`config.mk`:
```
export PLATFORM = sky130hd
export DESIGN_NAME = isti_ctrl
export DESIGN_NICKNAME = d
export VERILOG_FILES = /design/src/isti_pkg.sv /design/src/isti_ctrl.sv
export SDC_FILE = /design/constraint.sdc
export NUM_CORES = 1
export LEC_CHECK = 0
export ABC_AREA = 0
export CORE_AREA = 2 2 39 41
export CTS_CLUSTER_SIZE = 25
export DETAILED_ROUTE_END_ITERATION = 10
export DIE_AREA = 0 0 41 43
export DONT_BUFFER_PORTS = 1
export PLACE_DENSITY = 0.7
export SYNTH_ARGS = -nofsm -noshare
export SYNTH_HDL_FRONTEND = slang
export SYNTH_SLANG_ARGS = --single-unit
```
`constraint.sdc`:
```
create_clock -name clock -period 2.54 [get_ports clock]
set_input_delay 0.508 -clock clock [delete_from_list [all_inputs] [get_ports clock]]
set_output_delay 0.508 -clock clock [all_outputs]
set_load 0.005 [all_outputs]
```
`src/isti_pkg.sv`:
```
// ---------------------------------------------------------------------------
// IMU sample time interpolator package
// Widths, codes, sample record, controller states and command/status groups.
// ---------------------------------------------------------------------------
package isti_pkg;

   localparam int FIFO_DEPTH_DEF = 16;
   localparam int TIME_W         = 48;
   localparam int MOT_W          = 32;
   localparam int QUAT_W         = 16;
   localparam int GAP_W          = 24;
   localparam int WBITS          = 16;

   localparam logic [GAP_W-1:0] GAP_RESET = 24'd200000;

   localparam logic [1:0] STATUS_OK    = 2'd0;
   localparam logic [1:0] STATUS_EARLY = 2'd1;
   localparam logic [1:0] STATUS_FEW   = 2'd2;

   localparam logic MODE_PUSH  = 1'b0;
   localparam logic MODE_QUERY = 1'b1;

   typedef logic signed [MOT_W-1:0]  mot_type;
   typedef logic signed [QUAT_W-1:0] quat_comp_type;

   typedef struct packed {
      logic [TIME_W-1:0]   time_us;
      mot_type [2:0]       accel;
      mot_type [2:0]       gyro;
      quat_comp_type [3:0] quat;
   } isti_rec_type;

   typedef enum logic [3:0] {
      ST_IDLE,
      ST_CHECK,
      ST_RD0,
      ST_RD1,
      ST_CMP,
      ST_WEIGHT,
      ST_WDIV,
      ST_BLEND,
      ST_SQUARE,
      ST_SQRT,
      ST_NORM,
      ST_NWAIT,
      ST_OUT
   } isti_state_type;

   typedef struct packed {
      logic       push;
      logic       query_load;
      logic       rd_front;
      logic       rd_second;
      logic       cap_front;
      logic       cap_second;
      logic       drop;
      logic       weight;
      logic       weight_store;
      logic       blend;
      logic       square;
      logic       sqrt;
      logic       norm_start;
      logic       norm_store;
      logic       result;
      logic [1:0] status;
   } isti_cmd_type;

   typedef struct packed {
      logic few;
      logic early;
      logic later;
      logic gap;
      logic div_busy;
      logic blend_last;
      logic square_last;
      logic sqrt_last;
      logic norm_zero;
      logic norm_last;
      logic out_busy;
   } isti_stat_type;

endpackage

```
`src/isti_ctrl.sv`:
```
// ---------------------------------------------------------------------------
// IMU sample time interpolator controller
// Sequences push, prune loop, weight division, blend, root and normalising.
// ---------------------------------------------------------------------------
module isti_ctrl import isti_pkg::*; (
   input  logic          clock,
   input  logic          reset,
   input  logic          req_valid,
   input  logic          req_mode,
   output logic          req_ready,
   input  isti_stat_type stat,
   output isti_cmd_type  cmd
);

   isti_state_type state_ff, state_in;
   logic [1:0]     status_ff, status_in;
   logic           final_ff, final_in;

   always_ff @(posedge clock) begin
      if (reset) begin
         state_ff  <= ST_IDLE;
         status_ff <= STATUS_OK;
         final_ff  <= 1'b0;
      end else begin
         state_ff  <= state_in;
         status_ff <= status_in;
         final_ff  <= final_in;
      end
   end

   always_comb begin
      state_in   = state_ff;
      status_in  = status_ff;
      final_in   = final_ff;
      cmd        = '0;
      cmd.status = status_ff;
      req_ready  = 1'b0;
      case (state_ff)
         ST_IDLE: begin
            req_ready = 1'b1;
            if (req_valid) begin
               if (req_mode == MODE_QUERY) begin
                  cmd.query_load = 1'b1;
                  status_in      = STATUS_OK;
                  final_in       = 1'b0;
                  state_in       = ST_CHECK;
               end else begin
                  cmd.push = 1'b1;
               end
            end
         end
         ST_CHECK: begin
            if (stat.few) begin
               status_in = STATUS_FEW;
               state_in  = ST_OUT;
            end else begin
               cmd.rd_front = 1'b1;
               state_in     = ST_RD0;
            end
         end
         ST_RD0: begin
            cmd.cap_front = 1'b1;
            cmd.rd_second = 1'b1;
            state_in      = ST_RD1;
         end
         ST_RD1: begin
            cmd.cap_second = 1'b1;
            state_in       = ST_CMP;
         end
         ST_CMP: begin
            if (final_ff) begin
               state_in = ST_WEIGHT;
            end else if (stat.early) begin
               status_in = STATUS_EARLY;
               state_in  = ST_OUT;
            end else if (stat.later) begin
               cmd.drop = 1'b1;
               state_in = ST_CHECK;
            end else if (stat.gap) begin
               // drop the front once, then use whatever pair is left
               cmd.drop = 1'b1;
               final_in = 1'b1;
               state_in = ST_CHECK;
            end else begin
               state_in = ST_WEIGHT;
            end
         end
         ST_WEIGHT: begin
            cmd.weight = 1'b1;
            state_in   = ST_WDIV;
         end
         ST_WDIV: begin
            if (!stat.div_busy) begin
               cmd.weight_store = 1'b1;
               state_in         = ST_BLEND;
            end
         end
         ST_BLEND: begin
            cmd.blend = 1'b1;
            if (stat.blend_last) state_in = ST_SQUARE;
         end
         ST_SQUARE: begin
            cmd.square = 1'b1;
            if (stat.square_last) state_in = ST_SQRT;
         end
         ST_SQRT: begin
            cmd.sqrt = 1'b1;
            if (stat.sqrt_last) state_in = ST_NORM;
         end
         ST_NORM: begin
            if (stat.norm_zero) begin
               state_in = ST_OUT;
            end else begin
               cmd.norm_start = 1'b1;
               state_in       = ST_NWAIT;
            end
         end
         ST_NWAIT: begin
            if (!stat.div_busy) begin
               cmd.norm_store = 1'b1;
               state_in       = stat.norm_last ? ST_OUT : ST_NORM;
            end
         end
         ST_OUT: begin
            // hold until the previous result transaction has gone
            if (!stat.out_busy) begin
               cmd.result = 1'b1;
               state_in   = ST_IDLE;
            end
         end
         default: state_in = ST_IDLE;
      endcase
   end

endmodule

```
==> results.json <==
{
  "clk_pin_slew_ns": 0.05,
  "seq_area_um2": 140,
  "worstHoldPathCells": 1,
  "clockBufferDepth": 2,
  "synth_xor_area_share_pct": 0,
  "min_period_ns": 2.17,
  "synth_common_cells": "16 x nor2_1, 9 x nand2_1, 7 x dfxtp_1, 7 x nor3_1, 6 x a21oi_1",
  "setup_viol": 0,
  "cts_setup_buffers": 0,
  "drt-pass1-iter-count": 5,
  "yosysWarningCount": 0,
  "synthDistinctLibCells": 40,
  "arrival_ns": 1.66,
  "grt_usage_pct": 19.8,
  "grt_pass1_wl_um": 2480,
  "core-area_um2": 1380,
  "antenna_left": 0,
  "fmax_ghz": 0.461,
  "finalNetCount": 112,
  "numPortBuffers": 0,
  "routedWlPerCell_um": 14.7,
  "cts_tree": "built",
  "synth-seq-cells": 7,
  "antenna_cells": 0,
  "startpoint_type": "register",
  "end_kind": "primary output",
  "io_pins": 33,
  "peakVddDrop_mv": 0.580,
  "relSlewSlack_pct": 52.7,
  "critPathKind": "register to primary output",
  "synth_area_leader_cell": "dfxtp_1",
  "hpwl_um": 1240,
  "critPathBufInv": 0,
  "drive_gt1_share_pct": 16.7,
  "fin_skew_ns": 0.00107,
  "cts_buffers": 3,
  "placementRows": 14,
  "rr_startpoint": "state_ff[3]",
  "die_w_um": 41,
  "status": "complete, no violations",
  "critPathMaxFanout": 21,
  "path_delay_family": "simple AND/OR/NAND/NOR gates",
  "reg2reg_to": "state_ff[1]",
  "synth.area.mux_share_pct": 1.31,
  "drc": 0,
  "finalWeightedCongestion": 0.813,
  "nFillCells": 137,
  "slew_violations": 0,
  "synthFlopType": "dfxtp_1",
  "holdWs_ns": 0.328,
  "dpl_worst_slack_ns": 0.532,
  "p_total_w": 0.000793,
  "synth_compound_gate_area_share_pct": 27.0,
  "insertion_delay_ns": 0.24,
  "ff2ff_setup_slack_ns": 0.50,
  "vias": 723,
  "drtIter0Drc": 19,
  "maxCapViolCount": 0,
  "syn-instance-count": 100,
  "die_h_um": 43,
  "cp_cell_sequence": "nor4_2 -> and3_1",
  "syn_to_final_growth_pct": -1.80,
  "yosysTopAreaCellShare_pct": 18.3,
  "max_stage_delay_ns": 0.64,
  "yosysMostFrequentCell": "nor2_1",
  "hold_violations": 0,
  "cts-root-buf": "clkbuf_4",
  "vias_per_cell": 6.46,
  "cp_slowest_cell": "nor4_2",
  "start_util_pct": 55.3,
  "worstMarginPinSlew_ns": 0.709,
  "grt_pass1_vias": 572,
  "synth_seq_area_share_pct": 18.3,
  "rsz0062_at_grt": "no",
  "worstHoldStart": "reset",
  "hp-class": "input port to register",
  "synth.area.top_cells": "dfxtp_1 18%, nor2_1 7.8%, nor4b_4 6.2%, nor3_1 4.6%, nand2_1 4.4%",
  "r2r_cells": 5,
  "power_per_cell_area_nw_per_um2": 1060,
  "setup_tns_ns": 0,
  "synthAdderAreaFrac_pct": 0,
  "holdPathEnd": "status_ff[0]",
  "avgSynthCellArea_um2": 7.66,
  "syn_nets": 115,
  "synth_enable_flop_cells": 0,
  "clock_sinks": 7,
  "grt-ovfl-total": 0,
  "multi_input_area_um2": 551,
  "grt_antenna_before_repair": 0,
  "h-tree-depth": 1,
  "fin_crit_sh_pct": 85.5,
  "synth_top_family_by_area": "simple AND/OR/NAND/NOR gates",
  "p_leak_nw": 0.272,
  "wirelength_um": 1650,
  "synthSimpleGateAreaFrac_pct": 43.6,
  "synthArstFlopShare_pct": 0,
  "synth_area_um2": 766,
  "setup_ws_ns": 0.369,
  "required_ns": 2.03,
  "postCtsHoldBufs": 0,
  "cts.repair.resized": 0,
  "fin_util_pct": 54.3,
  "grt_max_degree": 22,
  "fp.dieArea_um2": 1760
}
layer usage:
| metal | global-route usage [%] | up-vias | wire length [um] |
|---|---|---|---|
| met5 | 0 | - | 0 |
| met2 | 28.4 | 27 | 771 |
| met1 | 29.8 | 338 | 783 |
| met3 | 2.62 | 0 | 90 |
| li1 | - | 358 | - |
| met4 | 6.00 | 0 | 0 |
registers in the layout, summed over array words and instances (netlist names):
register,count
final_ff,1
state_ff,4
status_ff,2
placed cells by master (no fill, tap or decap), types with 2 or more instances in the layout:
cell type / n
and3_1: 2
a21oi_1: 6
nor3_1: 7
inv_1: 4
nand2_1: 9
clkbuf_4: 3
a21oi_2: 2
nor4b_4: 2
o21ai_0: 2
nand2b_1: 4
a31oi_1: 2
nor3b_1: 2
nor2_1: 16
dfxtp_1: 7
a211oi_1: 2
nand3b_1: 2
or3b_2: 2
cells by family (layout without fill, tap and decap cells):
family	after synthesis	after routing
compound gates	26	26
buf+inv	12	8
flops	7	7
mux	1	1
simple gates	54	54
worst max-delay path by stage:
stage | cells past startpoint | end | from
3_5_place_dp | 5 | state_ff[3] | state_ff[3]
2_1_floorplan | 3 | cmd[15] | state_ff[0]
4_1_cts | 2 | cmd[15] | state_ff[0]
6_report | 2 | cmd[15] | state_ff[1]
5_1_grt | 3 | cmd[16] | state_ff[0]
3_3_place_gp | 5 | state_ff[1] | state_ff[3]
through the flow:
stage,cells,area (um2)
finish,112,752
global route,112,752
CTS,112,752
detailed placement,108,726
global placement,108,726
floorplan,100,766
power breakdown:
group	internal (W)	switching, W
sequential	0.000142	0.000120
combinational	0.000209	0.000225
clock	0.0000597	0.0000370
total	0.000411	0.000383
area by class of cell:
cell class              instances  area share, %
multi-input cells              81           73.2
well taps                      16           2.66
clock buffers                   4           3.49
flip-flops and latches          7           18.6
inverters                       4           2.00
No activity file was read; power rests on OpenSTA's default activity.
